**src/hw/rtl/msm_pkg.sv**
```systemverilog
// Shared types, constants and codes for the mid/side matrix with gain ramp.
`timescale 1ns / 1ps
`default_nettype none
package msm_pkg;

	localparam int SAMPLE_BITS    = 24;
	localparam int GAIN_FRAC_BITS = 20;
	localparam int GAIN_BITS      = GAIN_FRAC_BITS + 4;
	localparam int NOW_BITS       = 48;
	localparam int EXT_BITS       = NOW_BITS - GAIN_BITS;
	localparam int STEP_BITS      = NOW_BITS + 1;
	localparam int FRAME_BITS     = 16;
	localparam int CNT_BITS       = $clog2(NOW_BITS);
	localparam int OP_BITS        = SAMPLE_BITS + 1;
	localparam int PROD_BITS      = OP_BITS + GAIN_BITS + 1;
	localparam int ACC_BITS       = PROD_BITS + 1;
	localparam int RES_BITS       = ACC_BITS - GAIN_FRAC_BITS;
	localparam int ADDR_BITS      = 5;
	localparam int DATA_BITS      = 32;

	localparam logic [GAIN_BITS-1:0]  GAIN_RST   = GAIN_BITS'(1 << GAIN_FRAC_BITS);
	localparam logic [FRAME_BITS-1:0] FRAMES_RST = FRAME_BITS'(240);

	typedef enum logic [2:0] {
		REG_MODE,
		REG_SWAP,
		REG_MID_TARGET,
		REG_SIDE_TARGET,
		REG_RAMP_FRAMES
	} reg_idx_t;

	typedef enum logic [2:0] {
		ST_IDLE,
		ST_DIV,
		ST_FIX,
		ST_APPLY,
		ST_MUL,
		ST_FIN
	} state_t;

	typedef struct packed {
		logic                  mode;
		logic                  swap;
		logic [GAIN_BITS-1:0]  mid_target;
		logic [GAIN_BITS-1:0]  side_target;
		logic [FRAME_BITS-1:0] ramp_frames;
	} cfg_t;

	typedef struct packed {
		logic accept;
		logic load;
		logic div_start;
		logic div_step;
		logic div_fix;
		logic apply;
		logic mul;
		logic fin;
	} dp_cmd_t;

	typedef struct packed {
		logic started;
		logic changed;
		logic div_last;
		logic out_free;
	} dp_sts_t;

endpackage
`default_nettype wire

```
**src/hw/rtl/msm_ctrl.sv**
```systemverilog
// Sequencer: accept, optional step division, gain update, multiply, output.
`timescale 1ns / 1ps
`default_nettype none
module msm_ctrl (
	input  wire logic             clk,
	input  wire logic             arst_n,
	input  wire logic             in_valid,
	output logic                  in_ready,
	input  wire msm_pkg::dp_sts_t sts,
	output msm_pkg::dp_cmd_t      cmd
);
	import msm_pkg::*;

	state_t state_q;
	state_t state_nxt;

	always_ff @(posedge clk or negedge arst_n) begin
		if (!arst_n) begin
			state_q <= ST_IDLE;
		end else begin
			state_q <= state_nxt;
		end
	end

	always_comb begin
		state_nxt = state_q;
		cmd       = '0;
		in_ready  = 1'b0;
		unique case (state_q)
			ST_IDLE: begin
				in_ready = 1'b1;
				if (in_valid) begin
					cmd.accept = 1'b1;
					if (!sts.started) begin
						cmd.load  = 1'b1;
						state_nxt = ST_APPLY;
					end else if (sts.changed) begin
						cmd.div_start = 1'b1;
						state_nxt     = ST_DIV;
					end else begin
						state_nxt = ST_APPLY;
					end
				end
			end
			ST_DIV: begin
				cmd.div_step = 1'b1;
				if (sts.div_last) begin
					state_nxt = ST_FIX;
				end
			end
			ST_FIX: begin
				cmd.div_fix = 1'b1;
				state_nxt   = ST_APPLY;
			end
			ST_APPLY: begin
				cmd.apply = 1'b1;
				state_nxt = ST_MUL;
			end
			ST_MUL: begin
				cmd.mul   = 1'b1;
				state_nxt = ST_FIN;
			end
			ST_FIN: begin
				if (sts.out_free) begin
					cmd.fin   = 1'b1;
					state_nxt = ST_IDLE;
				end
			end
			default: state_nxt = ST_IDLE;
		endcase
	end

endmodule
`default_nettype wire

```
**config.mk**
```make
export PLATFORM = sky130hd
export DESIGN_NAME = msm_ctrl
export DESIGN_NICKNAME = d
export VERILOG_FILES = /design/src/hw/rtl/msm_pkg.sv /design/src/hw/rtl/msm_ctrl.sv
export SDC_FILE = /design/constraint.sdc
export NUM_CORES = 1
export LEC_CHECK = 0
export BUFFER_PORTS_ARGS = -buffer_cell sky130_fd_sc_hd__clkbuf_2
export CAP_MARGIN = 10
export CORE_AREA = 2 2 39 41
export DETAILED_ROUTE_END_ITERATION = 10
export DIE_AREA = 0 0 41 43
export PLACE_DENSITY = 0.43
export SYNTH_ARGS = -nofsm -noshare
export SYNTH_HDL_FRONTEND = slang
export SYNTH_SLANG_ARGS = --single-unit
```
**constraint.sdc**
```tcl
create_clock -name clk -period 1.9 [get_ports clk]
set_input_delay 0.285 -clock clk [delete_from_list [all_inputs] [get_ports clk]]
set_output_delay 0.285 -clock clk [all_outputs]
set_load 0.005 [all_outputs]
```
Word-level counts from Yosys, hierarchy flattened
Index checks and enable logic that the tools add are counted.
{"block": "totals", "regBits": 3, "out_inout_bits": 9}
{"block": "classes", "n_eq_ne": 8, "n_mux": 18, "n_reduce_logical": 2}
{"operator": "2-to-1 mux 3 bit", "count": 6}
{"operator": "one-hot mux 3 bit (6 select lines)", "count": 1}
{"operator": "2-to-1 mux 1 bit", "count": 10}
{"operator": "== test 3 x 2 -> 1 bit (second input constant)", "count": 2}
{"operator": "== test 3 bit (second input constant)", "count": 2}
{"operator": "!= test 2 bit (second input constant)", "count": 3}
{"operator": "== test 3 x 1 -> 1 bit (second input constant)", "count": 1}
{"operator": "zero test 3 bit", "count": 1}
{"operator": "AND reduction 3 bit", "count": 1}
{"operator": "2-to-1 mux 2 bit", "count": 1}

Depth between registers and ports, before layout
{"block": "depth", "depth_word": 4, "depth_mapped": 3, "ltp_nobuf": 2}

Least setup slack after synthesis
OpenSTA, ideal clock, no wires.
{"block": "synth_timing", "path_type": "register to output", "start": "register state_q[0]", "end": "output port cmd[5] in the netlist's numbering", "t_arrival_ns": 0.936, "slack_ns": 0.679, "stages_incl_launch_ff": 4, "path_cell_list": "dfrtp_1 -> buf_6 -> nor3_4 -> and4_1"}
{"item": "from (decl)", "line": "msm_ctrl.sv:14", "text": "state_t state_q;"}
{"item": "from (signal assigned)", "line": "msm_ctrl.sv:21", "text": "state_q <= state_nxt;"}
{"item": "to (decl)", "line": "msm_ctrl.sv:10", "text": "output msm_pkg::dp_cmd_t cmd"}

==> run summary <==
number of flip-flops under the largest register name = 3
Fill cells = 158
Core Box Area = 0.00138 mm2
biggest regs = state_q (3)
mean post-synth cell area = 10.3 um2
crit-path max FO = 10
M2 GR Usage = 11.9%
Syn Std Cell Area = 267 um2
kind of start point of the critical path = flop
Comb power frac = 44.4%
final setup violation count = 0
gr usage total = 9.25%
GRT busiest layer = met2
PwrDens = 1440 mW/mm2
share of layout cells above drive strength 1 = 50.0%
DR pass1 iterations = 1
met1 usage = 11.3%
# clock sinks = 3
Reg area = 75.1 um2
GR Util met3 = 6.81%
Die W = 41 um
Area Growth Syn to Fin = 40.8%
DR WL/cell = 10.2 um
status = complete, no violations
Most used DFF post-synth = dfrtp_1
CP cell instances = nor3_4 -> nor3b_2 -> clkbuf_2
Buffers & Inverters on Critical Path = 1
I/O Buffers = 15
Unique masters post-synth = 19
CTS clk-pin slew, worst paths = 0.04 ns
P_leak = 0.186 nW
antenna-violating nets left = 0
DR vias = 264
net count after synthesis = 33
number of synthesized flops with an enable pin = 0
CP arrival = 1.34 ns
Iter 0 DRT Violations = 0
min Tclk post-route = 1.63 ns
Top delay family on crit path = flip-flops
max_slew headroom = 72.1%
clock tree buffer depth = 2
Psw = 223 uW
vias in the first global route = 257
Hold Crit Start = in_valid
Setup CP Type = flop to output port
chip height = 43 um
worst setup path start = state_q[0]$_DFFE_PN0P_
antenna fix cells = 0
vias per inst = 4.40
post-CTS setup buffer count = 0
Synthesis Warnings = 0
CTS tree = yes
final net count = 52
total negative slack = 0 ns
Final Slew Violations = 0
RSZ-0062 raised after global routing = false
ys async rst share = 100%
Max Cap Violations = 0
cell internal pwr = 317 uW
CP Capture Type = output port
Tot Pwr = 540 uW
Flop pwr share = 34.1%
Worst-Skew Late Latency = 0.24 ns
antenna violations before repair = 0
Required @ worst endpoint = 1.62 ns
switching share of power = 41.3%
CTS root buffer = clkbuf_4
worst vdd ir = 0.506 mV
Fmax achieved = 614 MHz
Remaining DRCs = 0
Clock power frac = 21.5%
Hold Vio Cnt, Final = 0
grt total ovfl = 0
Top reg by flops = state_q
crit-path max cell delay = 0.50 ns
fin crit share = 85.7%
H-tree lvl count = 1
R2R Path Start = state_q[2]$_DFFE_PN0P_
post-synthesis sequential area ratio = 28.2%
Mapped Cells = 26
gpl congestion = 0.639
CTS buffer count = 3
area of the multi-input gates = 165 um2
Site Rows = 14
Slowest cell on crit path = dfrtp_1
DRT Wirelength = 610 um
largest net degree at the start of global routing = 13
worst-margin pin slew = 0.419 ns
number of synthesized register bits = 3
Top Ports = 16
dpl hpwl = 461 um
DIE AREA = 0.00176 mm2
WHS = 0.311 ns
PostCTS Resize Cnt = 0
Setup Skew = 0.00182 ns
Hold WC Path Type = input pin to flop
first-pass GRT wire length = 1.03 mm
Starting Density = 19.3%
## cells in the mapped netlist, types with 2 or more instances
| cell type | instances | area [um2] |
|---|---|---|
| buf_6 | 2 | 22.5 |
| dfrtp_1 | 3 | 75.1 |
| nor3b_2 | 2 | 25.0 |
| nor2_1 | 3 | 11.3 |
| nand2_1 | 2 | 7.51 |
## worst paths after layout
path	to	slack (ns)	cells after the start
max	cmd[6]	0.27	3
min	state_q[1]$_DFFE_PN0P_	0.31	2
max reg2reg	state_q[0]$_DFFE_PN0P_	0.62	2
min reg2reg	state_q[2]$_DFFE_PN0P_	0.65	1
max in group asynchronous	state_q[0]$_DFFE_PN0P_	1.42	2
min in group asynchronous	state_q[2]$_DFFE_PN0P_	0.37	2
## layout by cell type (no fill, tap or decap)
cell type      instances
nand2b_1               1
mux2_1                 1
a21bo_1                1
dlygate4sd3_1          1
o22ai_1                1
nor3b_1                1
nand2_1                2
clkbuf_4               3
clkbuf_1               1
and4_1                 1
nor3_4                 1
inv_1                  1
o21a_1                 1
a211oi_1               1
nor2_1                 3
dfrtp_1                3
nor3b_2                2
nor4bb_1               1
a211o_1                1
and2_1                 1
clkbuf_2              15
a221oi_2               1
## worst register-to-register path, stage by stage (launching register included)
cell	delay, ns
dfrtp_1	0.59
mux2_1	0.38
a221oi_2	0.21
## layer usage
layer / vias to the layer above / part of all wire (%)
met5: - / 0
met4: 0 / 0
met3: 0 / 13
met2: 17 / 40
met1: 115 / 47
li1: 132 / -
## power by group through the flow
stage,registers [mW],logic [mW],clock network [mW]
after global placement,0.187,0.244,0
after floorplan,0.125,0.247,0
final,0.184,0.240,0.116
after global routing,0.194,0.272,0.129
after CTS,0.186,0.245,0.121
after detailed placement,0.187,0.243,0
## logic make-up (layout without fill, tap and decap cells)
| family | after synthesis | in the layout | share of synthesized area [%] |
|---|---|---|---|
| AOI/OAI and AO/OA | 6 | 6 | 20.7 |
| buffers and inverters | 3 | 21 | 9.86 |
| DFF | 3 | 3 | 28.2 |
| muxes | 1 | 1 | 4.23 |
| and+or+nand+nor | 13 | 13 | 37.1 |
## final cells by class
| type | count | area share [%] |
|---|---|---|
| Clock buffer | 4 | 7.00 |
| Inverter | 1 | 1.00 |
| Multi-Input combinational cell | 20 | 44.0 |
| Sequential cell | 3 | 20.0 |
| Tap cell | 16 | 5.33 |
| Timing Repair Buffer | 16 | 22.7 |
## stage by stage
step / utilization [%] / cell area, um2 / setup slack, ns / cells
final: 27.1 / 375 / 0.273 / 60
after global routing: 27.1 / 375 / 0.159 / 60
after CTS: 27.1 / 375 / 0.244 / 60
after detailed placement: 24.5 / 339 / 0.509 / 55
after global placement: 24.5 / 339 / 0.506 / 55
after floorplan: - / 267 / 0.679 / 26
## timing repair
action                                 in CTS  in global routing
endpoints found under the hold margin       3                  0
setup endpoints to repair                   0                  0
hold buffers                                1                  0
Note: power is estimated with default switching activity, not from simulation.
