### config.mk
export PLATFORM = sky130hd
export DESIGN_NAME = msm_regs
export DESIGN_NICKNAME = d
export VERILOG_FILES = /design/src/hw/rtl/msm_pkg.sv /design/src/hw/rtl/msm_regs.sv
export SDC_FILE = /design/constraint.sdc
export NUM_CORES = 1
export LEC_CHECK = 0
export BUFFER_PORTS_ARGS = -buffer_cell sky130_fd_sc_hd__buf_2
export CORE_AREA = 2 2 89 91
export CTS_CLUSTER_DIAMETER = 80
export DETAILED_ROUTE_END_ITERATION = 6
export DIE_AREA = 0 0 91 93
export HOLD_SLACK_MARGIN = 0.06
export PLACE_DENSITY_LB_ADDON = 0.3
export SLEW_MARGIN = 20
export SYNTH_ARGS = -nofsm -noshare
export SYNTH_HDL_FRONTEND = slang
export SYNTH_SLANG_ARGS = --single-unit
### constraint.sdc
create_clock -name clk -period 1.3 [get_ports clk]
set_input_delay 0.195 -clock clk [delete_from_list [all_inputs] [get_ports clk]]
set_output_delay 0.195 -clock clk [all_outputs]
set_load 0.005 [all_outputs]
### src/hw/rtl/msm_pkg.sv
// Shared types, constants and codes for the mid/side matrix with gain ramp.
`timescale 1ns / 1ps
`default_nettype none
package msm_pkg;

	localparam int SAMPLE_BITS    = 24;
	localparam int GAIN_FRAC_BITS = 20;
	localparam int GAIN_BITS      = GAIN_FRAC_BITS + 4;
	localparam int NOW_BITS       = 48;
	localparam int EXT_BITS       = NOW_BITS - GAIN_BITS;
	localparam int STEP_BITS      = NOW_BITS + 1;
	localparam int FRAME_BITS     = 16;
	localparam int CNT_BITS       = $clog2(NOW_BITS);
	localparam int OP_BITS        = SAMPLE_BITS + 1;
	localparam int PROD_BITS      = OP_BITS + GAIN_BITS + 1;
	localparam int ACC_BITS       = PROD_BITS + 1;
	localparam int RES_BITS       = ACC_BITS - GAIN_FRAC_BITS;
	localparam int ADDR_BITS      = 5;
	localparam int DATA_BITS      = 32;

	localparam logic [GAIN_BITS-1:0]  GAIN_RST   = GAIN_BITS'(1 << GAIN_FRAC_BITS);
	localparam logic [FRAME_BITS-1:0] FRAMES_RST = FRAME_BITS'(240);

	typedef enum logic [2:0] {
		REG_MODE,
		REG_SWAP,
		REG_MID_TARGET,
		REG_SIDE_TARGET,
		REG_RAMP_FRAMES
	} reg_idx_t;

	typedef enum logic [2:0] {
		ST_IDLE,
		ST_DIV,
		ST_FIX,
		ST_APPLY,
		ST_MUL,
		ST_FIN
	} state_t;

	typedef struct packed {
		logic                  mode;
		logic                  swap;
		logic [GAIN_BITS-1:0]  mid_target;
		logic [GAIN_BITS-1:0]  side_target;
		logic [FRAME_BITS-1:0] ramp_frames;
	} cfg_t;

	typedef struct packed {
		logic accept;
		logic load;
		logic div_start;
		logic div_step;
		logic div_fix;
		logic apply;
		logic mul;
		logic fin;
	} dp_cmd_t;

	typedef struct packed {
		logic started;
		logic changed;
		logic div_last;
		logic out_free;
	} dp_sts_t;

endpackage
`default_nettype wire

### src/hw/rtl/msm_regs.sv
// APB register file holding mode, swap, gain targets and ramp length.
`timescale 1ns / 1ps
`default_nettype none
module msm_regs (
	input  wire logic                          clk,
	input  wire logic                          arst_n,
	input  wire logic                          psel,
	input  wire logic                          penable,
	input  wire logic                          pwrite,
	input  wire logic [msm_pkg::ADDR_BITS-1:0] paddr,
	input  wire logic [msm_pkg::DATA_BITS-1:0] pwdata,
	output logic      [msm_pkg::DATA_BITS-1:0] prdata,
	output logic                               pready,
	output msm_pkg::cfg_t                      cfg
);
	import msm_pkg::*;

	reg_idx_t idx;
	logic     wr_en;
	cfg_t     cfg_q;

	assign idx    = reg_idx_t'(paddr[ADDR_BITS-1:2]);
	assign pready = 1'b1;
	assign wr_en  = psel & penable & pwrite;
	assign cfg    = cfg_q;

	always_ff @(posedge clk or negedge arst_n) begin
		if (!arst_n) begin
			cfg_q.mode        <= 1'b0;
			cfg_q.swap        <= 1'b0;
			cfg_q.mid_target  <= GAIN_RST;
			cfg_q.side_target <= GAIN_RST;
			cfg_q.ramp_frames <= FRAMES_RST;
		end else if (wr_en) begin
			unique case (idx)
				REG_MODE:        cfg_q.mode        <= pwdata[0];
				REG_SWAP:        cfg_q.swap        <= pwdata[0];
				REG_MID_TARGET:  cfg_q.mid_target  <= pwdata[GAIN_BITS-1:0];
				REG_SIDE_TARGET: cfg_q.side_target <= pwdata[GAIN_BITS-1:0];
				REG_RAMP_FRAMES: cfg_q.ramp_frames <= pwdata[FRAME_BITS-1:0];
				default: ;
			endcase
		end
	end

	always_comb begin
		unique case (idx)
			REG_MODE:        prdata = DATA_BITS'(cfg_q.mode);
			REG_SWAP:        prdata = DATA_BITS'(cfg_q.swap);
			REG_MID_TARGET:  prdata = DATA_BITS'(cfg_q.mid_target);
			REG_SIDE_TARGET: prdata = DATA_BITS'(cfg_q.side_target);
			REG_RAMP_FRAMES: prdata = DATA_BITS'(cfg_q.ramp_frames);
			default:         prdata = '0;
		endcase
	end

endmodule
`default_nettype wire

After elaboration in Yosys (flattened, before gate mapping):

Index checks and enable logic that the tools add are counted.

* add/sub/neg operators: 0
* multipliers: 0
* div/mod/pow operators: 0
* magnitude comparators: 0
* equality and inequality tests: 4
* shifts and indexed selects: 0
* muxes and demuxes: 1
* bitwise logic cells: 2
* reduce and logical (&&, ||, !) cells: 6

Operator list (count)
* one-hot mux 24 bit (5 select lines): 1
* AND reduction 2 bit: 5
* equality test 3 x 2 -> 1 bit, second input constant: 2
* equality test 3 x 1 -> 1 bit, second input constant: 1
* equality test 3 bit, second input constant: 1
* logical NOT 3 bit: 1
* bitwise AND 1 bit: 2

* flip-flop bits (word level): 66
* latch bits: 0
* RAM bits: 0
* bits in read-only memories: 0
* bits of input ports: 42
* output and inout bits: 99
* memories kept: 0

Longest topological paths before layout:

Gate-level depths: netlist of run 1.

* word-level depth: 3
* depth in mapped cells: 5
* mapped depth without buffers: 3

Worst setup path after synthesis of run 1:

OpenSTA, ideal clock, no wires.

* kind: input -> register
* start point: input pwrite
* end point: register cfg_q (netlist bit cfg[10])
* library setup time: 0.125 ns
* arrival: 1.302 ns
* slack: -0.127 ns
* stages: 4
* buffers on the path: 1
* path through: nand3_1 -> nor3_4 -> buf_4 -> mux2_2

* word-level cells in the longest chain between the ends: 2

RTL lines
* from (decl): line msm_regs.sv:9 `input wire logic pwrite,`
* bitwise AND 1 bit: line msm_regs.sv:24 `assign wr_en = psel & penable & pwrite;`
* AND reduction 2 bit (no line)
* to (decl): line msm_regs.sv:20 `cfg_t cfg_q;`

Every way passes these cells.
A chain may end at the register's enable or synchronous reset.

Final worst setup path of run 1:

* start point: register cfg_q (netlist bit cfg[16])
* end point: output prdata[0] (netlist name)

* word-level cells in the longest chain between the ends: 1

RTL lines
* one-hot mux 24 bit (5 select lines): line msm_regs.sv:47 `unique case (idx)`
* to (decl): line msm_regs.sv:12 `output logic [msm_pkg::DATA_BITS-1:0] prdata,`

Every way passes these cells.

==> results of run 1 <==
report_power, final:
| part | switching, µW | total, µW | leakage [µW] | internal [µW] |
|---|---|---|---|---|
| clock network | 807 | 1750 | 0.000103 | 940 |
| registers | 285 | 2770 | 0.000830 | 2480 |
| logic | 673 | 1820 | 0.00148 | 1150 |
| total | 1760 | 6340 | 0.00241 | 4570 |
cells by family (layout without fill, tap and decap cells):
group,count (synthesis),count (layout),share of synthesized area [%]
compound gates,16,16,4.55
mux,91,91,32.2
flops,66,66,53.8
buf+inv,23,195,5.16
other cells,2,9,0.244
simple gates,19,19,3.98
routing by layer:
| metal | global-route usage, % | wire, µm | up-vias |
|---|---|---|---|
| met2 | 29.4 | 3830 | 84 |
| met1 | 26.5 | 3670 | 1177 |
| met4 | 7.58 | 82 | 0 |
| met5 | 0 | 0 | - |
| li1 | - | - | 1119 |
| met3 | 5.16 | 456 | 8 |
worst min path at each step:
stage | startpoint | end | slack (ns) | cells after the start
after floorplan | arst_n | cfg[0] | -0.10 | 0
after global placement | arst_n | cfg[56] | 0.20 | 2
after detailed placement | arst_n | cfg[32] | 0.20 | 2
after CTS | pwdata[17] | cfg[57] | 0.08 | 2
after global routing | pwdata[21] | cfg[37] | 0.08 | 2
final | pwdata[18] | cfg[34] | 0.09 | 2
cell type report:
class / instances / share of cell area, %
flip-flops and latches: 66 / 36.4
multi-input cells: 135 / 31.7
repair buffers: 177 / 24.5
clock buffers: 10 / 3.02
well taps: 102 / 2.80
clock inverters: 6 / 1.43
inverters: 2 / 0.165
cells in the final DEF (no fill, tap or decap), types with 2 or more instances in the layout:
| cell | netlist | layout |
|---|---|---|
| mux2_4 | 0 | 28 |
| clkbuf_8 | 0 | 10 |
| buf_12 | 0 | 4 |
| mux2_2 | 62 | 38 |
| inv_1 | 2 | 2 |
| buf_2 | 4 | 117 |
| buf_6 | 4 | 8 |
| nor3_1 | 2 | 2 |
| clkinv_2 | 0 | 2 |
| dfstp_2 | 6 | 6 |
| dfrtp_1 | 60 | 60 |
| nor4_1 | 2 | 2 |
| nand2b_4 | 0 | 2 |
| o2bb2ai_1 | 14 | 13 |
| nor3_4 | 3 | 3 |
| buf_4 | 10 | 46 |
| conb_1 | 2 | 9 |
| nor2_1 | 9 | 8 |
| mux2i_1 | 25 | 24 |
critical path, stage by stage, from the launching register on:
cell,delay (ns)
dfrtp_1,0.39
mux2i_1,0.15
nor3_1,0.06
a211o_1,0.27
buf_2,0.13
metrics by stage:
| stage | cell area, µm² | setup WS, ns |
|---|---|---|
| floorplan | 3250 | -0.0674 |
| global placement | 4020 | -0.141 |
| detailed placement | 4020 | -0.177 |
| CTS | 4390 | -0.236 |
| global route | 4560 | -0.288 |
| finish | 4560 | -0.217 |
timing repair:
action,in CTS,in global routing
hold buffers,1,0
gates resized for setup,8,7
pin swaps,10,10
setup endpoints to repair,17,26
setup buffers,15,19
endpoints found under the hold margin,62,0
cloned,1,0
==> impl_metrics.csv, run 1 <==
group,metric,value,unit
yosys,synth_edf_count,0,
placement,place_congestion,0.807,
clock_network,clk_pin_slew,0.08,ns
critical_path,critPathKind,"reg2out",
yosys,ys_seq_area_share,53.8,%
yosys,yosysWarningCount,0,
critical_path,arrival,1.32,ns
global_routing,antenna_found_initial,0,
sta,fin_crit,1.52,ns
run,max_cap_viol_count,0,
global_routing,first_global_vias,2397,
sta,slew_violations,0,
yosys,ys_types,21,
power_and_ir_drop,leakage,0.00241,µW
yosys,synth-main-ff-cell,"dfrtp_1",
power_and_ir_drop,power.density,1390,nW/µm²
yosys,synth_top_area_cell,"dfrtp_1",
global_routing,overflow,0,
layout,largest_reg_flops,66,
global_routing,grt_first_pass_wirelength,12700,µm
critical_path,critical_path.max_fanout,2,
die,initial_core_util,40.9,%
yosys,synthArstFlopShare,100,%
power_and_ir_drop,peakVddDrop,0.656,mV
layout,fill_cells,654,
hold_path,worst_hold_path_type,"in2reg",
drt,avgRoutedWirePerCell,16.1,µm
clock_network,clock_latency,0.34,ns
sta,fin_hold_ws,0.0932,ns
critical_path,required,1.11,ns
critical_path,cp-end-kind,"output port",
layout,multi_input_area,1450,µm²
die,ios,141,
yosys,ys_seq_elements,66,
drt,dr.pass1.iters,4,
drt,route.detailed.drc,0,
critical_path,startpoint,"cfg[16]",
placement,dp_hpwl,5410,µm
placement,numPlacedInstances,446,
critical_path,start_kind,"flop",
die,die_h,93,µm
outcome,violations,"negative setup slack",
yosys,syn_area_per_cell,14.2,µm²
sta,max_freq,659,MHz
yosys,netlist_instances,217,
die,core,7530,µm²
drt,vias,2388,
sta,rsz0062_at_grt,"yes",
sta,hold_viol,0,
critical_path,worstReg2RegStart,"cfg[28]",
critical_path,reg2reg_slack,0.32,ns
yosys,yosysMostFrequentCell,"mux2_2",
drt,vias_per_cell,4.80,
clock_network,h-tree-depth,3,
drt,ant_nets,0,
yosys,netlist_top_cells_count,"mux2_2, dfrtp_1, mux2i_1",
layout,stdcell_count,498,
critical_path,endpoint,"prdata[0]",
layout,fin_nets,433,
clock_network,cts_buffer_depth,2,
sta,setup_tns,-0.277,ns
die,fp.dieArea,8460,µm²
sta,setup_viol,5,
global_routing,grt_max_degree,39,
layout,final_core_util,60.6,%
layout,drive_above_1_share,69.2,%
placement,io_buffers,121,
clock_network,cts-root-buf,"clkbuf_8",
sta,fin_ws,-0.217,ns
clock_network,tritoncts,"done",
yosys,synth_area_leaders,"dfrtp_1, mux2_2, mux2i_1",
die,rows,32,
sta,fin_crit_sh,117,%
critical_path,reg2regPathDepth,3,
yosys,synth_top_area_share,48.7,%
layout,seq_area,1660,µm²
drt,drt_iter0_markers,82,
power_and_ir_drop,power,6340,µW
drt,wl,8040,µm
clock_network,cts_buffers,9,
layout,insertedDiodeCount,0,
global_routing,grt_usage,19.3,%
clock_network,cts_sinks,66,
critical_path,reg2reg_to,"cfg[28]",
die,die_w,91,µm
sta,fin_skew,0,ns
yosys,syn_area,3080,µm²
layout,area_delta_synth_final,48.1,%
outcome,status,"complete, but fails checks",
(Power assumes the default switching activity.)
==> run 2, diff against run 1 <==
--- a/config.mk
+++ b/config.mk
@@ -5,13 +5,14 @@
 export SDC_FILE = /design/constraint.sdc
 export NUM_CORES = 1
 export LEC_CHECK = 0
+export ABC_AREA = 1
 export BUFFER_PORTS_ARGS = -buffer_cell sky130_fd_sc_hd__buf_2
-export CORE_AREA = 2 2 89 91
+export CORE_AREA = 2 2 90 92
 export CTS_CLUSTER_DIAMETER = 80
 export DETAILED_ROUTE_END_ITERATION = 6
-export DIE_AREA = 0 0 91 93
+export DIE_AREA = 0 0 92 94
 export HOLD_SLACK_MARGIN = 0.06
-export PLACE_DENSITY_LB_ADDON = 0.3
+export PLACE_DENSITY = 0.84
 export SLEW_MARGIN = 20
 export SYNTH_ARGS = -nofsm -noshare
 export SYNTH_HDL_FRONTEND = slang
==> impl_metrics.csv, run 2 <==
group,metric,value,unit
outcome,status,"complete, but fails checks",
outcome,violations,"negative setup slack",
global_routing,overflow,0,
yosys,syn_area_per_cell,8.16,µm²
yosys,synth-main-ff-cell,"dfrtp_1",
clock_network,cts_sinks,66,
global_routing,grt_first_pass_wirelength,14900,µm
yosys,yosysMostFrequentCell,"nand2_1",
layout,fin_nets,584,
die,core,7610,µm²
clock_network,tritoncts,"done",
yosys,synth_edf_count,0,
die,die_h,94,µm
yosys,ys_seq_area_share,52.1,%
sta,slew_violations,0,
sta,setup_viol,3,
layout,insertedDiodeCount,0,
drt,vias,3287,
sta,fin_crit_sh,106,%
critical_path,arrival,1.18,ns
critical_path,cp_num_cells,5,
sta,rsz0062_at_grt,"yes",
global_routing,first_global_vias,3077,
die,die_w,92,µm
yosys,syn_area,3180,µm²
drt,dr.pass1.iters,6,
yosys,synth_top_area_share,47.2,%
die,ios,141,
hold_path,worst_hold_path_type,"in2reg",
critical_path,max_stage_delay,0.41,ns
drt,wl,9890,µm
sta,fin_skew,0,ns
layout,layout_common_cells,"nand2_1, buf_2, dfrtp_1, o21ai_0, buf_4",
layout,multi_input_area,1310,µm²
clock_network,h-tree-depth,3,
critical_path,crit_buf_inv,1,
yosys,synth_area_leaders,"dfrtp_1, nand2_1, o21ai_0",
critical_path,cp_cell_sequence,"nand3_1, nand2_1, nor2_1, nand2_1, buf_2",
critical_path,required,1.11,ns
drt,ant_nets,0,
clock_network,cts-root-buf,"clkbuf_8",
yosys,netlist_top_cells_count,"nand2_1, dfrtp_1, o21ai_0",
clock_network,clk_pin_slew,0.07,ns
yosys,netlist_instances,390,
drt,vias_per_cell,5.06,
critical_path,critical_path.max_fanout,3,
critical_path,cp-end-kind,"output port",
clock_network,cts_buffers,9,
clock_network,clock_latency,0.33,ns
placement,dp_hpwl,6390,µm
layout,final_common_cell,"nand2_1",
run,max_cap_viol_count,0,
die,initial_core_util,41.8,%
global_routing,grt_max_degree,67,
sta,fin_hold_ws,0.0790,ns
yosys,yosysWarningCount,0,
yosys,ys_types,20,
global_routing,antenna_found_initial,0,
critical_path,slowest_stage,"dfrtp_1",
critical_path,start_kind,"flop",
critical_path,cp_common_cell,"nand2_1",
hold_path,hold_depth,3,
sta,max_freq,725,MHz
sta,hold_viol,0,
drt,avgRoutedWirePerCell,15.2,µm
layout,drive_above_1_share,38.2,%
critical_path,cpLargestDelayFamily,"flip-flops",
critical_path,critPathKind,"reg2out",
drt,route.detailed.drc,0,
yosys,synth_top_area_cell,"dfrtp_1",
power_and_ir_drop,peakVddDrop,0.822,mV
clock_network,cts_buffer_depth,2,
layout,fill_cells,693,
critical_path,reg2regPathDepth,2,
yosys,synthArstFlopShare,100,%
layout,area_delta_synth_final,38.0,%
layout,seq_area,1660,µm²
drt,drt_iter0_markers,209,
placement,place_congestion,0.849,
die,rows,32,
power_and_ir_drop,leakage,0.00247,µW
sta,fin_ws,-0.0798,ns
layout,largest_reg_flops,66,
placement,io_buffers,121,
die,fp.dieArea,8650,µm²
sta,fin_crit,1.38,ns
global_routing,grt_usage,22.1,%
yosys,ys_seq_elements,66,
power_and_ir_drop,power,5820,µW
power_and_ir_drop,power.density,1330,nW/µm²
==> run 2: final cells by class <==
class                      instances  area share, %
sequential                        66           37.8
clock buffer                      13           3.16
inverter                          23           2.14
clock inverter                     3          0.912
tap                              102           2.91
timing repair buffer             163           23.3
multi-input combinational        279           29.8
==> run 2: power breakdown <==
| group | total (µW) | internal [µW] | leakage [µW] | switching, µW |
|---|---|---|---|---|
| combinational | 1410 | 673 | 0.00157 | 736 |
| sequential | 2780 | 2490 | 0.000818 | 292 |
| clock | 1630 | 884 | 0.0000914 | 746 |
| total | 5820 | 4050 | 0.00247 | 1770 |
==> run 2: path summary, 6_finish.rpt <==
check | endpoint | slack (ns) | start
min in group asynchronous | cfg[54] | 0.40 | arst_n
worst max-delay path | prdata[0] | -0.08 | cfg[64]
max in group asynchronous | cfg[6] | 0.55 | arst_n
worst min register to register | cfg[5] | 0.47 | cfg[5]
worst max register to register | cfg[36] | 0.46 | cfg[36]
worst min-delay path | cfg[60] | 0.08 | pwdata[20]
==> run 2: metrics by stage <==
stage | area (µm²) | setup WS [ns] | util, % | setup TNS, ns | cells
after floorplan | 3210 | 0.239 | - | 0 | 397
after global placement | 3970 | -0.00972 | 52.1 | -0.00972 | 616
after detailed placement | 3970 | -0.0243 | 52.1 | -0.0755 | 616
after CTS | 4170 | -0.0687 | 54.9 | -0.136 | 635
after global routing | 4390 | -0.192 | 57.7 | -0.552 | 649
final | 4390 | -0.0798 | 57.7 | -0.137 | 649
==> run 2: worst register-to-register path, stage by stage (launching register included) <==
cell and delay, ns:
dfstp_2 0.55, inv_2 0.04, o21ai_0 0.17
==> run 2: what timing repair did <==
item	in CTS	in global routing
pin swaps	7	14
setup endpoints to repair	13	20
endpoints found under the hold margin	60	0
resized for setup	2	28
hold buffers	1	0
setup buffers	2	11
cloned	0	3
==> run 2: metal layers <==
layer / up-vias / track usage (%) / share of wire (%)
li1: 1534 / - / -
met1: 1574 / 27.2 / 41
met2: 157 / 37.9 / 49
met3: 22 / 4.33 / 7.3
met4: 0 / 9.33 / 2.2
met5: - / 0 / 0
==> run 2: logic make-up after synthesis <==
family	synth area share (%)
compound gates	9.60
buf+inv	9.44
flops	52.1
other cells	0.236
simple gates	28.6
